===== config.mk =====
export PLATFORM = sky130hd
export DESIGN_NAME = midi_to_dmx_channel_mapper_top
export DESIGN_NICKNAME = d
export VERILOG_FILES = /design/src/hdl/mdm_pkg.sv /design/src/hdl/mdm_parser.sv /design/src/hdl/midi_to_dmx_channel_mapper_top.sv
export VERILOG_INCLUDE_DIRS = /design/src /design/src/hdl
export SDC_FILE = /design/constraint.sdc
export NUM_CORES = 1
export LEC_CHECK = 0
export ABC_AREA = 1
export ABC_CLOCK_PERIOD_IN_PS = 4100
export BUFFER_PORTS_ARGS = -buffer_cell sky130_fd_sc_hd__buf_2
export CORE_MARGIN = 2
export CORE_UTILIZATION = 50
export DETAILED_ROUTE_END_ITERATION = 7
export GPL_TIMING_DRIVEN = 1
export PLACE_DENSITY = 0.68
export REMOVE_ABC_BUFFERS = 1
export SLEW_MARGIN = 20
export SYNTH_ARGS = -nofsm -noshare
export SYNTH_HDL_FRONTEND = slang
export SYNTH_SLANG_ARGS = --single-unit

===== constraint.sdc =====
create_clock -name clock -period 4.1 [get_ports clock]
set_clock_uncertainty 0.2 [all_clocks]
set_input_delay 0.82 -clock clock [delete_from_list [all_inputs] [get_ports clock]]
set_output_delay 0.82 -clock clock [all_outputs]
set_load 0.02 [all_outputs]

===== src/hdl/midi_to_dmx_channel_mapper_top_macros.svh =====
// assertion macros for the midi to dmx mapper
`ifndef MIDI_TO_DMX_CHANNEL_MAPPER_TOP_MACROS_SVH
`define MIDI_TO_DMX_CHANNEL_MAPPER_TOP_MACROS_SVH

`ifndef ASSERT_OFF
// checked property, masked while reset is high
`define MDM_ASSERT(label, prop, msg) \
   label: assert property (@(posedge clock) disable iff (reset) prop) else $error(msg);
// checked property, also during reset
`define MDM_ASSERT_ALWAYS(label, prop, msg) \
   label: assert property (@(posedge clock) prop) else $error(msg);
`else
`define MDM_ASSERT(label, prop, msg)
`define MDM_ASSERT_ALWAYS(label, prop, msg)
`endif

`endif


===== src/hdl/mdm_pkg.sv =====
package mdm_pkg;

   // defaults for the top level parameters
   localparam int STORE_DEPTH_DEF     = 512;
   localparam int MAPPED_CHANNELS_DEF = 4;
   localparam int SLOTS_PER_CHANNEL   = 128;

   // field widths
   localparam int BYTE_W  = 8;
   localparam int DATA_W  = 7;
   localparam int CH_W    = 2;
   localparam int ADDR_W  = 9;
   localparam int LEVEL_W = 8;
   localparam int FRAME_W = 10;
   localparam int MODE_W  = 7;

   // midi byte codes
   localparam logic [7:0] SYS_RESET    = 8'hFF;
   localparam logic [7:0] RT_FIRST     = 8'hF8;
   localparam logic [7:0] SYSEX_END    = 8'hF7;
   localparam logic [7:0] SYSEX_START  = 8'hF0;
   localparam logic [7:0] STATUS_RESET = 8'h80;
   localparam logic [3:0] KIND_PROG     = 4'hC;
   localparam logic [3:0] KIND_NOTE_ON  = 4'h9;
   localparam logic [3:0] KIND_TOUCH    = 4'hA;
   localparam logic [3:0] KIND_NOTE_OFF = 4'h8;

   // message sizes by status
   localparam logic [1:0] SYS_SIZE  [8] = '{2'd0, 2'd2, 2'd3, 2'd2, 2'd1, 2'd1, 2'd1, 2'd0};
   localparam logic [1:0] CHAN_SIZE [8] = '{2'd3, 2'd3, 2'd3, 2'd3, 2'd2, 2'd2, 2'd3, 2'd3};

   // operations handed from the parser to the execute stage
   localparam logic [2:0] OP_NONE  = 3'd0;
   localparam logic [2:0] OP_PROG  = 3'd1;
   localparam logic [2:0] OP_ON    = 3'd2;
   localparam logic [2:0] OP_OFF   = 3'd3;
   localparam logic [2:0] OP_TOUCH = 3'd4;
   localparam logic [2:0] OP_CLEAR = 3'd5;

   // channel modes that enable level writes
   localparam logic [MODE_W-1:0] MODE_NOTE_OFF = 7'd1;
   localparam logic [MODE_W-1:0] MODE_TOUCH_A  = 7'd2;
   localparam logic [MODE_W-1:0] MODE_TOUCH_B  = 7'd3;

   typedef struct packed {
      logic [2:0]        op;
      logic [CH_W-1:0]   ch;
      logic [DATA_W-1:0] d1;
      logic [DATA_W-1:0] d2;
   } exec_type;

   function automatic logic [1:0] msg_size(input logic [7:0] st);
      logic [1:0] sz;
      if (st >= SYSEX_START) begin
         sz = SYS_SIZE[st[2:0]];
      end else begin
         sz = CHAN_SIZE[st[6:4]];
      end
      return sz;
   endfunction

endpackage


===== src/hdl/mdm_parser.sv =====
module mdm_parser #(
   parameter int MAPPED_CHANNELS = mdm_pkg::MAPPED_CHANNELS_DEF
) (
   input  logic                      clock,
   input  logic                      reset,
   input  logic                      accept,
   input  logic [7:0]                midi_byte,
   output mdm_pkg::exec_type         exec_cmd
);

   logic [7:0]                 rs_ff, rs_in;
   logic [7:0]                 mb0_ff, mb0_in;
   logic [mdm_pkg::DATA_W-1:0] mb1_ff, mb1_in;
   logic [mdm_pkg::DATA_W-1:0] mb2_ff, mb2_in;
   logic [1:0]                 len_ff, len_in;
   logic                       sysex_ff, sysex_in;

   logic [7:0]                 n0;
   logic [mdm_pkg::DATA_W-1:0] n1, n2;
   logic [1:0]                 nlen;
   logic [1:0]                 size;
   mdm_pkg::exec_type          cmd;

   // byte parser with running status
   always_comb begin
      rs_in    = rs_ff;
      mb0_in   = mb0_ff;
      mb1_in   = mb1_ff;
      mb2_in   = mb2_ff;
      len_in   = len_ff;
      sysex_in = sysex_ff;
      n0       = mb0_ff;
      n1       = mb1_ff;
      n2       = mb2_ff;
      nlen     = len_ff;
      size     = '0;
      cmd      = '0;
      cmd.op   = mdm_pkg::OP_NONE;
      priority if (midi_byte == mdm_pkg::SYS_RESET) begin
         rs_in    = mdm_pkg::STATUS_RESET;
         mb0_in   = '0;
         mb1_in   = '0;
         mb2_in   = '0;
         len_in   = '0;
         sysex_in = 1'b0;
         cmd.op   = mdm_pkg::OP_CLEAR;
      end else if (midi_byte >= mdm_pkg::RT_FIRST) begin
         // real-time bytes leave everything alone
      end else if (sysex_ff) begin
         if (midi_byte == mdm_pkg::SYSEX_END) begin
            sysex_in = 1'b0;
         end
      end else if (midi_byte == mdm_pkg::SYSEX_START) begin
         sysex_in = 1'b1;
         len_in   = '0;
      end else begin
         // append the byte to the message
         priority if (midi_byte[7]) begin
            rs_in = midi_byte;
            n0    = midi_byte;
            nlen  = 2'd1;
         end else if (len_ff == 2'd0) begin
            n0   = rs_ff;
            n1   = midi_byte[mdm_pkg::DATA_W-1:0];
            nlen = 2'd2;
         end else if (len_ff == 2'd1) begin
            n1   = midi_byte[mdm_pkg::DATA_W-1:0];
            nlen = 2'd2;
         end else begin
            n2   = midi_byte[mdm_pkg::DATA_W-1:0];
            nlen = 2'd3;
         end
         mb0_in = n0;
         mb1_in = n1;
         mb2_in = n2;
         len_in = nlen;
         size   = mdm_pkg::msg_size(n0);
         // message complete
         if (nlen >= size) begin
            len_in = '0;
            if (nlen == size && n0 < mdm_pkg::SYSEX_START &&
                n0[3:0] < 4'(MAPPED_CHANNELS)) begin
               cmd.ch = n0[mdm_pkg::CH_W-1:0];
               cmd.d1 = n1;
               cmd.d2 = n2;
               priority if (n0[7:4] == mdm_pkg::KIND_PROG) begin
                  cmd.op = mdm_pkg::OP_PROG;
               end else if (n0[7:4] == mdm_pkg::KIND_NOTE_ON) begin
                  cmd.op = mdm_pkg::OP_ON;
               end else if (n0[7:4] == mdm_pkg::KIND_NOTE_OFF) begin
                  cmd.op = mdm_pkg::OP_OFF;
               end else if (n0[7:4] == mdm_pkg::KIND_TOUCH) begin
                  cmd.op = mdm_pkg::OP_TOUCH;
               end else begin
                  cmd.op = mdm_pkg::OP_NONE;
               end
            end
         end
      end
   end

   assign exec_cmd = cmd;

   // parser state, updated on each input transfer
   always_ff @(posedge clock) begin
      if (reset) begin
         rs_ff    <= mdm_pkg::STATUS_RESET;
         mb0_ff   <= '0;
         mb1_ff   <= '0;
         mb2_ff   <= '0;
         len_ff   <= '0;
         sysex_ff <= 1'b0;
      end else if (accept) begin
         rs_ff    <= rs_in;
         mb0_ff   <= mb0_in;
         mb1_ff   <= mb1_in;
         mb2_ff   <= mb2_in;
         len_ff   <= len_in;
         sysex_ff <= sysex_in;
      end
   end

endmodule


===== src/hdl/midi_to_dmx_channel_mapper_top.sv =====
// a result passes through the execute register and then the output register
// no new input byte is taken while the execute stage still holds one
// reset and the 0xff byte start a clearing pass that zeroes every address of
// the level store (STORE_DEPTH, 512 by default), during which no input byte is taken
// results already queued are still delivered during the pass
module midi_to_dmx_channel_mapper_top #(
   parameter int STORE_DEPTH     = mdm_pkg::STORE_DEPTH_DEF,
   parameter int MAPPED_CHANNELS = mdm_pkg::MAPPED_CHANNELS_DEF
) (
   input  logic                         clock,
   input  logic                         reset,
   input  logic                         req_valid,
   output logic                         req_stall,
   input  logic [mdm_pkg::BYTE_W-1:0]   req_midi_byte,
   output logic                         rsp_valid,
   input  logic                         rsp_stall,
   output logic                         rsp_write_valid,
   output logic [mdm_pkg::ADDR_W-1:0]   rsp_write_address,
   output logic [mdm_pkg::LEVEL_W-1:0]  rsp_write_value,
   output logic [mdm_pkg::FRAME_W-1:0]  rsp_frame_channels,
   output logic                         rsp_store_cleared
);

   `include "midi_to_dmx_channel_mapper_top_macros.svh"

   localparam int AW      = $clog2(STORE_DEPTH);
   localparam int MODE_IW = (MAPPED_CHANNELS > 1) ? $clog2(MAPPED_CHANNELS) : 1;

   // memories
   logic [mdm_pkg::LEVEL_W-1:0] level_mem [STORE_DEPTH];
   logic [mdm_pkg::MODE_W-1:0]  mode_mem  [MAPPED_CHANNELS];

   logic                        req_accept;
   logic                        rsp_free;
   logic                        ex_done;
   mdm_pkg::exec_type           cmd;

   logic                        ex_vld_ff;
   mdm_pkg::exec_type           ex_ff;
   logic [mdm_pkg::MODE_W-1:0]  mode_rd_ff;
   logic [MAPPED_CHANNELS-1:0]  mode_vld_ff;
   logic [MAPPED_CHANNELS-1:0]  mask_ff, mask_in;
   logic                        sweep_ff;
   logic [AW-1:0]               sweep_addr_ff;

   logic                        rsp_valid_ff;
   logic                        rsp_wv_ff;
   logic [mdm_pkg::ADDR_W-1:0]  rsp_addr_ff;
   logic [mdm_pkg::LEVEL_W-1:0] rsp_val_ff;
   logic [mdm_pkg::FRAME_W-1:0] rsp_frame_ff, frame_in;
   logic                        rsp_clr_ff;

   logic [MODE_IW-1:0]          ex_idx;
   logic [mdm_pkg::MODE_W-1:0]  mode_cur;
   logic                        wr;
   logic                        wv;
   logic [mdm_pkg::LEVEL_W-1:0] val;
   logic [mdm_pkg::ADDR_W-1:0]  addr;
   logic                        in_store;
   logic                        cleared;

   // handshake
   assign req_accept = req_valid && !req_stall;
   assign req_stall  = sweep_ff || ex_vld_ff;
   assign rsp_free   = !rsp_valid_ff || !rsp_stall;
   assign ex_done    = ex_vld_ff && rsp_free;

   mdm_parser #(
      .MAPPED_CHANNELS (MAPPED_CHANNELS)
   ) u_parser (
      .clock     (clock),
      .reset     (reset),
      .accept    (req_accept),
      .midi_byte (req_midi_byte),
      .exec_cmd  (cmd)
   );

   // execute: apply the command with the mode read from memory
   assign ex_idx = ex_ff.ch[MODE_IW-1:0];

   always_comb begin
      mode_cur = mode_vld_ff[ex_idx] ? mode_rd_ff : '0;
      wr       = 1'b0;
      val      = '0;
      mask_in  = mask_ff;
      cleared  = 1'b0;
      unique case (ex_ff.op)
         mdm_pkg::OP_PROG: begin
            mask_in[ex_idx] = (ex_ff.d1 != '0);
         end
         mdm_pkg::OP_ON: begin
            wr  = 1'b1;
            val = {ex_ff.d2, 1'b1};
         end
         mdm_pkg::OP_OFF: begin
            wr  = (mode_cur == mdm_pkg::MODE_NOTE_OFF);
            val = {ex_ff.d2, 1'b0};
         end
         mdm_pkg::OP_TOUCH: begin
            wr  = (mode_cur == mdm_pkg::MODE_TOUCH_A) || (mode_cur == mdm_pkg::MODE_TOUCH_B);
            val = {ex_ff.d2, 1'b0};
         end
         mdm_pkg::OP_CLEAR: begin
            mask_in = '0;
            cleared = 1'b1;
         end
         default: begin
         end
      endcase
   end

   assign addr     = {ex_ff.ch, ex_ff.d1};
   assign in_store = {1'b0, addr} < 10'(STORE_DEPTH);
   assign wv       = wr && in_store;

   // active slot count from the highest channel with a nonzero mode
   always_comb begin
      frame_in = '0;
      for (int c = 0; c < MAPPED_CHANNELS; c++) begin
         if (mask_in[c]) begin
            frame_in = mdm_pkg::FRAME_W'((c + 1) * mdm_pkg::SLOTS_PER_CHANNEL);
         end
      end
      if (frame_in > mdm_pkg::FRAME_W'(STORE_DEPTH)) begin
         frame_in = mdm_pkg::FRAME_W'(STORE_DEPTH);
      end
   end

   // level store write port: clearing pass or execute write
   always_ff @(posedge clock) begin
      if (sweep_ff) begin
         level_mem[sweep_addr_ff] <= '0;
      end else if (ex_done && wv) begin
         level_mem[addr[AW-1:0]] <= val;
      end
   end

   // mode memory: read on input transfer, write on program change
   always_ff @(posedge clock) begin
      if (req_accept) begin
         mode_rd_ff <= mode_mem[cmd.ch[MODE_IW-1:0]];
      end
      if (ex_done && ex_ff.op == mdm_pkg::OP_PROG) begin
         mode_mem[ex_idx] <= ex_ff.d1;
      end
   end

   // execute stage payload
   always_ff @(posedge clock) begin
      if (req_accept) begin
         ex_ff <= cmd;
      end
   end

   // control state
   always_ff @(posedge clock) begin
      if (reset) begin
         ex_vld_ff     <= 1'b0;
         mode_vld_ff   <= '0;
         mask_ff       <= '0;
         sweep_ff      <= 1'b1;
         sweep_addr_ff <= '0;
         rsp_valid_ff  <= 1'b0;
      end else begin
         // execute stage occupancy
         if (req_accept) begin
            ex_vld_ff <= 1'b1;
         end else if (ex_done) begin
            ex_vld_ff <= 1'b0;
         end
         // clearing pass
         if (sweep_ff) begin
            sweep_addr_ff <= sweep_addr_ff + 1'b1;
            if (sweep_addr_ff == AW'(STORE_DEPTH - 1)) begin
               sweep_ff <= 1'b0;
            end
         end
         // mode bookkeeping
         if (ex_done) begin
            mask_ff <= mask_in;
            if (ex_ff.op == mdm_pkg::OP_PROG) begin
               mode_vld_ff[ex_idx] <= 1'b1;
            end else if (ex_ff.op == mdm_pkg::OP_CLEAR) begin
               mode_vld_ff   <= '0;
               sweep_ff      <= 1'b1;
               sweep_addr_ff <= '0;
            end
         end
         // output register
         if (ex_done) begin
            rsp_valid_ff <= 1'b1;
         end else if (!rsp_stall) begin
            rsp_valid_ff <= 1'b0;
         end
      end
   end

   // result payload
   always_ff @(posedge clock) begin
      if (ex_done) begin
         rsp_wv_ff    <= wv;
         rsp_addr_ff  <= wv ? addr : '0;
         rsp_val_ff   <= wv ? val : '0;
         rsp_frame_ff <= frame_in;
         rsp_clr_ff   <= cleared;
      end
   end

   assign rsp_valid          = rsp_valid_ff;
   assign rsp_write_valid    = rsp_wv_ff;
   assign rsp_write_address  = rsp_addr_ff;
   assign rsp_write_value    = rsp_val_ff;
   assign rsp_frame_channels = rsp_frame_ff;
   assign rsp_store_cleared  = rsp_clr_ff;

   // assertions
   `MDM_ASSERT(a_sweep_excl, !(sweep_ff && ex_vld_ff), "clearing pass overlaps execute")
   `MDM_ASSERT(a_exec_to_rsp, ex_done |=> rsp_valid_ff, "finished item missing from output")
   `MDM_ASSERT(a_addr_range, (rsp_valid_ff && rsp_wv_ff) |-> ({1'b0, rsp_addr_ff} < 10'(STORE_DEPTH)), "write past store")
   `MDM_ASSERT(a_idle_zero, (rsp_valid_ff && !rsp_wv_ff) |-> (rsp_addr_ff == '0 && rsp_val_ff == '0), "idle write not zero")
   `MDM_ASSERT(a_clear_frame, (rsp_valid_ff && rsp_clr_ff) |-> (rsp_frame_ff == '0), "clear without reset of count")

endmodule


* Yosys cells after proc, flatten, opt, wreduce, memory -nomap -nowiden
Memories as Yosys holds them, arrays and structs flattened. A register that Yosys moved wholly into a read port is not among the register bits. Index checks and enable logic that the tools add are counted.
Storage, ports and cells: register bits after elaboration 101, bits in writable memories 28, ROM bits 32, word-level logic and storage cells 184, memories kept 3
Memories:
- mode_mem | depth 4, width 7, read ports 1, clocked after memory_dff 1, wr ports 1, line midi_to_dmx_channel_mapper_top.sv:31 | logic [mdm_pkg::MODE_W-1:0] mode_mem [MAPPED_CHANNELS];
- (no name shown) | depth 8, width 2, read ports 1, clocked after memory_dff 0, wr ports 0, line mdm_pkg.sv:57 | sz = CHAN_SIZE[st[6:4]];
- (no name shown) | depth 8, width 2, read ports 1, clocked after memory_dff 0, wr ports 0, line mdm_pkg.sv:55 | sz = SYS_SIZE[st[2:0]];
Operators by class: add/subtract/negate cells 1, magnitude comparators 10, eq/ne operators 22, multiplexer cells 96, bitwise logic cells 5, reductions and logical operators 25
Operators with widths (number):
- 8-bit 2-to-1 mux | 16
- 7-bit 2-to-1 mux | 15
- 19-bit 2-to-1 mux | 5
- 2-bit 2-to-1 mux | 20
- 9-bit 2-to-1 mux | 4
- 10-bit 2-to-1 mux | 3
- 8-bit equality test (second input constant) | 3
- 1-bit 2-to-1 mux | 20
- 4-bit equality test (second input constant) | 4
- 8-bit >= comparator (second input constant) | 2
- 16-bit 2-to-1 mux | 1
- 8-bit one-hot mux with 2 select lines | 1
- 7-bit by 2-bit equality test with 1-bit output (second input constant) | 2
- 3-bit 2-to-1 mux | 4
- 10-bit greater-than comparator (second input constant) | 1
- 9-bit by 1-bit adder with 9-bit output (second input constant) | 1
- 9-bit equality test (second input constant) | 1
- 4-bit >= comparator (second input constant) | 2
- 8-bit less-than comparator (second input constant) | 1
- 4-bit 2-to-1 mux | 2
- 3-bit NOT with 4-bit output | 2
- 4-bit one-hot mux with 2 select lines | 1
- 7-bit by 1-bit equality test with 1-bit output (second input constant) | 1
- 7-bit nonzero test | 1
- 29 further kinds | 46

* Logic depth before layout (Yosys ltp)
Gate-level depths: netlist of run 1.
depth after elaboration 25, gate-level depth with buffers 21

* By module
Synthesis of run 1 repeated with hierarchy kept, for this count alone.
Unflattened totals: cell total of the unflattened synthesis 697, area, all modules 6060.8 µm²
By module, submodules not included:
- midi_to_dmx_channel_mapper_top | times used 1, cells each 319, area each 3748.6 µm²
- mdm_parser | times used 1, cells each 378, area each 2312.2 µm²

* Worst setup path before layout of run 1
No wires, ideal clock.
path type input to register, start point input req_midi_byte[7] in the netlist's numbering, end point register mode_rd_ff[3] in the netlist's numbering, read port of mode_mem, data pin, library setup time 0.254 ns, data arrival time 2.999 ns, required time 3.646 ns, setup slack 0.648 ns, cell stages on the path 19, buffers on the path 3, cells stage by stage buf_4 > inv_2 > or2_0 > nand2_2 > nor2_2 > nand2_4 > buf_2 > inv_1 > o21ai_0 > inv_1 > ha_1 > nand2_1 > inv_1 > nand3_2 > nor2_8 > buf_2 > nand4_1 > nand3_1 > nand2_1
On the way: word-level cells in the longest chain between the ends 23
Ends and longest elaborated chain:
- start, declared | line midi_to_dmx_channel_mapper_top.sv:14 | input logic [mdm_pkg::BYTE_W-1:0] req_midi_byte,
- 8-bit 2-to-1 mux | line mdm_parser.sv:58 | priority if (midi_byte[7]) begin
- 8-bit 2-to-1 mux | line mdm_parser.sv:53 | end else if (midi_byte == mdm_pkg::SYSEX_START) begin
- 8-bit 2-to-1 mux | line mdm_parser.sv:49 | end else if (sysex_ff) begin
- 8-bit 2-to-1 mux | line mdm_parser.sv:47 | end else if (midi_byte >= mdm_pkg::RT_FIRST) begin
- 8-bit 2-to-1 mux | line mdm_parser.sv:39 | priority if (midi_byte == mdm_pkg::SYS_RESET) begin
- 3-bit NOT with 4-bit output, on equally long branches | line mdm_pkg.sv:57, mdm_pkg.sv:55
- memory read 8 x 2 bit, on equally long branches
- 2-bit 2-to-1 mux, on equally long branches (2 in series) | line mdm_pkg.sv:57, mdm_pkg.sv:55
- [5 not listed]
- 2-bit equality test | line mdm_parser.sv:81 | if (nlen == size && n0 < mdm_pkg::SYSEX_START &&
- 1-bit logical AND (2 in series) | line mdm_parser.sv:81
- 19-bit 2-to-1 mux | line mdm_parser.sv:81
- 19-bit 2-to-1 mux | line mdm_parser.sv:79 | if (nlen >= size) begin
- 19-bit 2-to-1 mux | line mdm_parser.sv:53
- 19-bit 2-to-1 mux | line mdm_parser.sv:49
- 19-bit 2-to-1 mux | line mdm_parser.sv:47
- 16-bit 2-to-1 mux (*) | line mdm_parser.sv:39
- end, declared | line midi_to_dmx_channel_mapper_top.sv:40 | logic [mdm_pkg::MODE_W-1:0] mode_rd_ff;
Mark *: on every way between the ends. The rest lies on a longest branch, timed or not. The select of a mux whose other input is x is not followed. A chain may end at the register's enable or synchronous reset.

* Worst setup path after layout of run 1
start point input req_midi_byte[7] in the netlist's numbering, end point register mode_rd_ff[1] in the netlist's numbering, read port of mode_mem, data pin
The elaborated chain is that of the path after synthesis.

==> results.md, run 1 <==
- DRC viols: 0
- Die Wd: between 100 and 150 um
- Ports: 43
- Area of the multi-input gates: between 1500 and 2000 um^2
- Maximum clock path buffer count: 2
- Met2 GRT Util: around 33%
- Initial Util: 51.28%
- Slew HR: 45.29%
- H-tree depth: 4
- Yosys cell types: 38
- RR Endpoint: mode_rd_ff[1]
- Mean Syn Cell Area: 8.843 um^2
- Outcome: completed
- Post-synth EDFFs: 76
- P&R area growth vs syn: 14.62%
- FILL cells: 999
- Post-route cell area: 6740 um^2
- CTS tree: yes
- Register area share after synthesis: between 50% and 60%
- Wire length per cell: about 15 um
- Vias in the first global route: between 4000 and 5000
- RSZ-0062 raised after global routing: false
- Worst endpoint required time: approximately 4 ns
- Die ar.: 12650 um^2
- Hold path depth: 2
- Maximum Capacitance Violations: 0
- Ys flop type: edfxtp_1
- Setup violators final: 0
- Hold_buf cts: 0
- Via count: ~4400
- Post-synth top area share: 38.81%
- Clock slew at reported path FFs: roughly 0.060 ns
- Post-cts resize count: 0
- Routed Antenna Nets: 0
- Pin slew with the least headroom to its limit: between 0.8 and 0.9 ns
- Slew Limit Fails: 0
- Asr flop ratio synth: 0%
- Routability Congestion: between 0.9 and 1
- Most frequent cells after synthesis: 110 x inv_1, 106 x nand2_1, 79 x nor2_1, 76 x edfxtp_1, 56 x nand3_1
- Drt first pass iters: 5
- # diodes: 0
- Crit path DAT: 3.39 ns
- Busiest layer in global routing: met2
- Syn Inst Count: 665
- Final WL: between 10000 and 15000 um
- Worst r2r path cells: 17
- Die height: between 100 and 150 um
- Fmax: about 290 MHz
- Vias per cell: between 5 and 6
- Setup TNS Final: 0 ns
- R2r setup slk: between 0.8 and 0.9 ns
- Kind of critical path: in -> reg
- Met3 Use GR: 4.914%
- Maximum VDD drop: roughly 0.25 mV
- Count of final hold-check violations: 0
- Largest net degree at the start of global routing: 33
- Crit-path max FO: 19
- Core Region: 11470 um^2
- Port Buf Inserts: 35
- First-pass GRT wire length: 20570 um
- Hold Slack: 0.2607 ns
- GRT met1 Usage: 27.53%
- Remaining Overflow, GRT: 0
- Row Count: 39
- Layout cells sized above 1: 13.57%
- Worst setup EP type: flip-flop
- Mapped cell area: approximately 5900 um^2
- Num CTS Buffers: 17
- Critical R2R Launch: u_parser.len_ff[1]
- Leading area contributor after synthesis: edfxtp_1
- HPWL after DPL: between 8000 and 9000 um
- Flip-flop and latch count after synthesis: 128
- Hold Crit Class: reg -> reg
- Startpoint Class: input port
- Leakage: 0.002744 uW
- Nets: 718
- Hold Startpoint: ex_vld_ff
- FF/Latch Area: 3323 um^2
- WHS Endpoint: ex_vld_ff
- Final worst-path cycle share: between 80% and 90%
- Count leader, synth: inv_1
- Fin crit period: around 3.4 ns
- Area contributors post-synth: edfxtp_1 39%, dfxtp_1 18%, inv_1 7.0%
- Yosys warning count: 0
- Post CTS Setup Buffer Count: 0
- CTS Sinks: 128
- Clock latency on the worst-skew pair: approximately 0.42 ns
- PwrDens: around 450 nW/um^2
- Area post-placement: 6121 um^2
- Initial antenna violation count: 0
- Iteration-0 DRC Markers: about 320
- CTS root buf: clkbuf_16
- Tot GR Track Use: a little over a fifth
## where the power goes
group,switching [uW],internal [uW],leakage (uW)
combinational,76.4,27.5,0.00140
clock,555,1010,0.000290
sequential,1.93,1350,0.00105
total,633,2390,0.00274
## routing by layer
layer / share of wire (%) / wire, um
met1: 45 / 5653
met2: 48 / 5998
met3: 4.8 / 609
met4: 2.4 / 304
met5: 0 / 0
## registers in the layout (all words and copies together), names as in the netlist
signal              cells
u_parser.len_ff         2
ex_vld_ff               1
ex_idx                  2
mode_vld_ff             4
u_parser.sysex_ff       1
sweep_addr_ff           9
rsp_valid               1
u_parser.mb0_ff         8
u_parser.mb1_ff         7
u_parser.mb2_ff         7
rsp_write_value         8
ex_ff                  10
mode_mem               28
u_parser.rs_ff          7
rsp_frame_channels      3
sweep_ff                1
addr                    7
mask_ff                 4
mode_rd_ff              7
rsp_write_address       9
rsp_store_cleared       1
rsp_write_valid         1
## placed cells by master (no fill, tap or decap), types with 2 or more instances in the layout
master	instances
ha_1	4
clkbuf_16	17
nand2_4	2
nand3_1	56
nor3b_1	3
nor3_1	7
nand2_2	4
buf_4	4
clkinv_1	3
nand3_4	2
dfxtp_1	52
nand3_2	2
o21ai_2	2
clkinv_2	2
buf_2	35
nor2_1	79
bufinv_16	4
a22oi_1	2
o21ai_0	42
conb_1	7
a21oi_1	39
nand4_1	17
o21a_1	4
nor2_4	5
xnor2_1	2
clkinvlp_4	4
nor2_2	3
inv_2	6
clkinv_4	3
o211ai_1	5
nand2_1	106
edfxtp_1	76
inv_1	110
## worst max-delay path by stage
stage,start,endpoint,slack (ns)
floorplan,req_midi_byte[7],mode_rd_ff[0],0.78
global placement,req_midi_byte[7],mode_rd_ff[1],0.41
detailed placement,req_midi_byte[7],mode_rd_ff[1],0.30
CTS,req_midi_byte[7],mode_rd_ff[1],0.74
global route,req_midi_byte[7],mode_rd_ff[5],0.46
finish,req_midi_byte[7],mode_rd_ff[1],0.69
## layout make-up
class                      count  area share (%)
clock buffer                  17           6.311
clock inverter                15           2.877
inverter                     117           6.516
multi-input combinational    399           29.29
sequential                   128           49.30
tap                          143           2.655
timing repair buffer          39           3.044
## kinds of logic (layout without fill, tap and decap cells)
group | Yosys count | count (layout) | share of synthesized area (%)
AO/OA/AOI/OAI | 96 | 96 | 8.851
XOR/XNOR | 3 | 3 | 0.4469
adder cells (fa/ha/maj) | 4 | 4 | 0.8511
buffers and inverters | 144 | 188 | 10.30
flip-flops | 128 | 128 | 56.51
other | 1 | 7 | 0.06377
AND/OR/NAND/NOR | 289 | 289 | 22.98
## critical path, stage by stage
cell and delay (ns):
buf_2 0.16, inv_2 0.27, nand3_1 0.17, a21oi_1 0.27, nand2_4 0.07, inv_1 0.07, a22oi_1 0.07, ha_1 0.28
nand2_1 0.06, inv_1 0.07, nand3_2 0.12, nor2_8 0.27, nand4_1 0.39, nand3_1 0.21, nand2_1 0.07
## through the flow
stage               setup WS, ns  power, uW  cells  utilization, %
floorplan                 0.7848       1448    644               -
global placement          0.4117       1481    826           53.38
detailed placement        0.2988       1483    826           53.38
CTS                       0.7410       3042    858           58.78
global route              0.4585       3111    858           58.78
finish                    0.6867       3023    858           58.78
(Power assumes the default switching activity.)
==> run 2: changes to the inputs <==
--- a/config.mk
+++ b/config.mk
@@ -7,13 +7,13 @@
 export NUM_CORES = 1
 export LEC_CHECK = 0
 export ABC_AREA = 1
-export ABC_CLOCK_PERIOD_IN_PS = 4100
+export ABC_CLOCK_PERIOD_IN_PS = 2800
 export BUFFER_PORTS_ARGS = -buffer_cell sky130_fd_sc_hd__buf_2
 export CORE_MARGIN = 2
 export CORE_UTILIZATION = 50
 export DETAILED_ROUTE_END_ITERATION = 7
 export GPL_TIMING_DRIVEN = 1
-export PLACE_DENSITY = 0.68
+export PLACE_DENSITY = 0.71
 export REMOVE_ABC_BUFFERS = 1
 export SLEW_MARGIN = 20
 export SYNTH_ARGS = -nofsm -noshare
==> constraint.sdc (replaced) <==
create_clock -name clock -period 2.8 [get_ports clock]
set_clock_uncertainty 0.2 [all_clocks]
set_input_delay 0.56 -clock clock [delete_from_list [all_inputs] [get_ports clock]]
set_output_delay 0.56 -clock clock [all_outputs]
set_load 0.02 [all_outputs]
==> results.md, run 2 (synthesized netlist as in run 1, its figures left out) <==
- Crit-path max FO: 8
- Clock latency on the worst-skew pair: between 0.4 and 0.5 ns
- FILL cells: around 900
- Post-route cell area: between 7000 and 8000 um^2
- Ports: 43
- P&R area growth vs syn: 22.62%
- Kind of critical path: reg -> reg
- Die Wd: approximately 110 um
- First-pass GRT wire length: roughly 21000 um
- Vias per cell: approximately 5.2
- Largest regs: mode_mem x28, ex_ff x10
- Layout cells sized above 1: a little over a fifth
- H-tree depth: 4
- Worst setup EP type: flip-flop
- Hold Crit Class: in -> reg
- Setup violators final: 0
- Fmax: 358.5 MHz
- CTS Sinks: ~130
- Commonest non-fill, non-tap cell in the layout: inv_1
- Fin crit period: around 2.8 ns
- Crit path DAT: around 2.8 ns
- Most frequent cells in the layout: 108 x inv_1, 102 x nand2_1, 79 x nor2_1, 76 x edfxtp_1, 50 x dfxtp_1
- Largest net degree at the start of global routing: 28
- Final WL: approximately 13000 um
- Die ar.: 12650 um^2
- Leakage: 0.002987 uW
- Num CTS Buffers: 17
- Core Region: about 11000 um^2
- Final worst-path cycle share: 99.62%
- CTS tree: yes
- HPWL after DPL: about 9000 um
- Via count: 4697
- Vias in the first global route: roughly 4400
- Row Count: 39
- Maximum VDD drop: around 0.45 mV
- Maximum Capacitance Violations: 0
- Tot GR Track Use: a little over a fifth
- RSZ-0062 raised after global routing: true
- Worst endpoint required time: 2.77 ns
- Slew Limit Fails: 0
- Pin slew with the least headroom to its limit: 0.6346 ns
- Fin worst setup slack: approximately 0.011 ns
- Area post-placement: 6439 um^2
- Port Buf Inserts: 35
- Clock slew at reported path FFs: 0.06 ns
- CTS root buf: clkbuf_16
- Routability Congestion: roughly 0.95
- Die height: approximately 110 um
- Startpoint Class: flip-flop
- # diodes: 0
- Number of flip-flops in the largest register: 28
- Slew HR: 57.69%
- DRC viols: 0
- Routed Antenna Nets: 0
- Iteration-0 DRC Markers: 420
- Remaining Overflow, GRT: 0
- Largest Register: mode_mem
- Outcome: completed
- Placement Setup Slack: -0.2229 ns
- Initial Util: approximately half
- Initial antenna violation count: 0
- Wire length per cell: about 14 um
- Maximum clock path buffer count: 2
- Drt first pass iters: 5
- Nets: 763
- PwrDens: approximately 600 nW/um^2
- Count of final hold-check violations: 0
[run 2: cell count changes in the layout (fill, tap and decap cells not counted), sizes merged]
cell,before,now
buf,39,84
clkinv,8,7
clkinvlp,4,5
bufinv,4,3
clkbuf,17,18
[run 2: final timing paths]
| kind | depth (start not counted) | startpoint | end | slack, ns |
|---|---|---|---|---|
| worst min register to register | 2 | u_parser.mb2_ff[5] | u_parser.mb2_ff[5] | 0.25 |
| worst max-delay path | 17 | u_parser.len_ff[1] | mode_rd_ff[1] | 0.01 |
| worst max register to register | 17 | u_parser.len_ff[1] | mode_rd_ff[1] | 0.01 |
| worst min-delay path | 3 | rsp_stall | rsp_valid | 0.21 |
[run 2: area by class of cell]
class	instances	area, um^2	share of cell area (%)
flip-flops and latches	128	3328	46.16
multi-input cells	399	2079	28.84
repair buffers	84	588.1	8.155
inverters	117	439.2	6.091
clock buffers	18	429.2	5.952
well taps	143	178.9	2.481
clock inverters	14	167.7	2.325
[run 2: where the power goes]
| group | leakage, uW | internal [uW] | total [uW] | switching [uW] |
|---|---|---|---|---|
| Combinational | 0.00166 | 84.7 | 211 | 126 |
| Clock | 0.000276 | 1390 | 2200 | 808 |
| Sequential | 0.00106 | 1980 | 1980 | 2.85 |
| Total | 0.00299 | 3460 | 4390 | 936 |
[run 2: critical path, stage by stage, from the launching register on]
cell	delay (ns)
dfxtp_4	0.36
nor2_4	0.24
nand2_2	0.09
nand3_1	0.12
a21oi_1	0.11
nand2_4	0.09
inv_2	0.04
o21ai_1	0.07
inv_1	0.09
ha_4	0.27
nand2_1	0.06
inv_1	0.07
nand3_2	0.11
nor2_8	0.20
buf_4	0.16
nand4_1	0.13
nand3_2	0.11
nand2_1	0.05
[run 2: metrics by stage]
stage	cells	util, %	TNS [ns]	hold WS, ns	power, uW
after global routing	903	62.88	-0.8562	0.2344	4538
after global placement	865	56.15	-1.150	0.2369	2208
final	903	62.88	0	0.2140	4393
after detailed placement	865	56.15	-2.930	0.2421	2212
after CTS	898	61.48	0	0.2018	4407
after floorplan	644	-	-1.997	0.2268	2120
[run 2: repair_timing]
action,in CTS,in global routing
hold buffers,0,0
resized for setup,3,29
pin swaps,2,12
endpoints found under the setup margin,7,26
buffers inserted,1,5
[run 2: layer usage]
| layer | global-route usage, % | routed length, um |
|---|---|---|
| met3 | 6.317 | 748 |
| met1 | 27.57 | 5650 |
| met2 | 33.29 | 6287 |
| met5 | 0 | 0 |
| met4 | 8.130 | 225 |
==> run 3: changes to the inputs <==
==> constraint.sdc (replaced) <==
create_clock -name clock -period 2.8 [get_ports clock]
set_clock_uncertainty 0.2 [all_clocks]
set_input_delay 0 -clock clock [delete_from_list [all_inputs] [get_ports clock]]
set_output_delay 0 -clock clock [all_outputs]
set_load 0.02 [all_outputs]
==> results.md, run 3 (synthesized netlist as in run 1, its figures left out) <==
- Final worst-path cycle share: 103.4%
- Die Wd: ~110 um
- Maximum VDD drop: about 0.34 mV
- CTS root buf: clkbuf_16
- Commonest non-fill, non-tap cell in the layout: inv_1
- P&R area growth vs syn: 24.21%
- Clock slew at reported path FFs: about 0.060 ns
- Routability Congestion: around 0.93
- Hold Crit Class: in -> reg
- Hold Slack: 0.006732 ns
- Failing checks: setup timing
- CTS Sinks: 128
- Clock latency on the worst-skew pair: approximately 0.42 ns
- Leakage: just under 0.003 uW
- Crit path DAT: between 2 and 3 ns
- Count of final hold-check violations: 0
- Post-route cell area: around 7300 um^2
- Switching part of the total: a little over a fifth
- Worst endpoint required time: 2.88 ns
- Wire length per cell: between 15 and 20 um
- Die height: 112.5 um
- Area post-placement: 6201 um^2
- GRT met1 Usage: between 20 and 30%
- FILL cells: 877
- Layout cells sized above 1: about a fifth
- First-pass GRT wire length: 20870 um
- HPWL after DPL: slightly below 9000 um
- Tot GR Track Use: approximately a fifth
- PwrDens: 602.8 nW/um^2
- Fin worst setup slack: -0.09539 ns
- Remaining Overflow, GRT: 0
- Busiest layer in global routing: met2
- Iteration-0 DRC Markers: approximately 420
- Fmax: around 350 MHz
- Row Count: 39
- H-tree depth: 4
- Setup TNS Final: -0.4593 ns
- Internal: around 3500 uW
- Crit-path max FO: 8
- CTS tree: yes
- Clk network pwr share: 49.9%
- Vias per cell: roughly 5.4
- Slew HR: just under 50%
- Port Buf Inserts: 35
- Initial Util: about half
- Via count: 4877
- Most frequent cells in the layout: 105 x inv_1, 96 x nand2_1, 79 x nor2_1, 76 x edfxtp_1, 50 x dfxtp_1
- Psw: between 900 and 1000 uW
- Die ar.: around 13000 um^2
- Combinational share of power: approximately 5.1%
- Ports: 43
- Vias in the first global route: 4430
- Maximum clock path buffer count: 2
- Worst setup EP type: flip-flop
- Final WL: ~14000 um
- Met2 GRT Util: a little over a third
- Largest regs: mode_mem x28, ex_ff x10
- Maximum Capacitance Violations: 0
- Drt first pass iters: 5
- Non-Filler Instances: about 900
- Met3 Use GR: a little over 5%
- Kind of critical path: reg -> reg
- Core Region: between 10000 and 15000 um^2
- Placed Cells: around 840
- Startpoint Class: flip-flop
- Routed Antenna Nets: 0
- Initial antenna violation count: 0
- Slew Limit Fails: 0
- Num CTS Buffers: 17
- Finished Core Util: 63.70%
- Largest net degree at the start of global routing: 33
- Largest Register: mode_mem
- Setup violators final: 7
- Number of flip-flops in the largest register: 28
- Pin slew with the least headroom to its limit: ~0.77 ns
- # diodes: 0
- Fin crit period: between 2 and 3 ns
- Register share of total power: about 45%
- RSZ-0062 raised after global routing: true
- DRC viols: 0
- Nets: ~760
- R2r setup slk: -0.1 ns
- Outcome: finished with violations
-- run 3: cell count changes in the layout (fill, tap and decap cells not counted), sizes merged --
cell and delta:
dlygate4sd3 +24, inv +1, nand3 +1, buf -25
-- run 3: timing repair --
| action | 4_1_cts | 5_1_grt |
|---|---|---|
| pin swaps | 3 | 16 |
| resized for setup | 4 | 37 |
| cloned | 1 | 1 |
| setup buffers | 2 | 9 |
| setup endpoints to repair | 7 | 26 |
| hold buffers | 24 | 0 |
| endpoints found under the hold margin | 50 | 0 |
-- run 3: worst max-delay path, cell delays in order, from the launching register on --
cell     delay [ns]
dfxtp_4        0.36
nor2_4         0.22
nand2_2        0.09
nand3_2        0.08
o21ai_4        0.08
inv_2          0.09
a21oi_2        0.04
o21ai_1        0.19
inv_1          0.10
ha_4           0.30
nand2_4        0.06
inv_4          0.06
nand3_4        0.10
nor2_8         0.18
nand3_4        0.12
nor2_4         0.27
nand3_2        0.13
nand2_2        0.08
-- run 3: power groups by stage --
stage	Clock, uW	Sequential [uW]	Combinational, uW
6_report	2200	1980	224
5_1_grt	2300	1980	241
4_1_cts	2210	1980	184
3_5_place_dp	0	2020	163
3_3_place_gp	0	2020	158
2_1_floorplan	0	2020	98.8
-- run 3: layer usage --
layer / part of all wire, % / vias up
met5: 0 / -
met4: 1.9 / 0
met3: 7.1 / 34
met2: 51 / 199
met1: 40 / 2307
li1: - / 2337
-- run 3: area by class of cell --
type / instances / area, um^2 / share of cell area, %
Clock buffer: 17 / 425.4 / 5.824
Clock inverter: 15 / 168.9 / 2.312
Inverter: 117 / 441.7 / 6.047
Multi-Input combinational cell: 400 / 2128 / 29.14
Sequential cell: 128 / 3328 / 45.56
Tap cell: 143 / 178.9 / 2.449
Timing Repair Buffer: 84 / 633.1 / 8.667
-- run 3: final timing paths --
check / from / endpoint / cells after the start
hold reg to reg: u_parser.mb2_ff[4] / u_parser.mb2_ff[4] / 2
hold / removal: req_midi_byte[7] / u_parser.mb0_ff[6] / 5
setup / recovery: u_parser.len_ff[1] / mode_rd_ff[1] / 17
setup reg to reg: u_parser.len_ff[1] / mode_rd_ff[1] / 17
-- run 3: through the flow --
step	worst slack (ns)	power, uW
after CTS	-0.008435	4376
after detailed placement	-0.1598	2185
after global placement	0.004279	2180
final	-0.09539	4403
after global routing	-0.1894	4527
after floorplan	-0.01859	2120
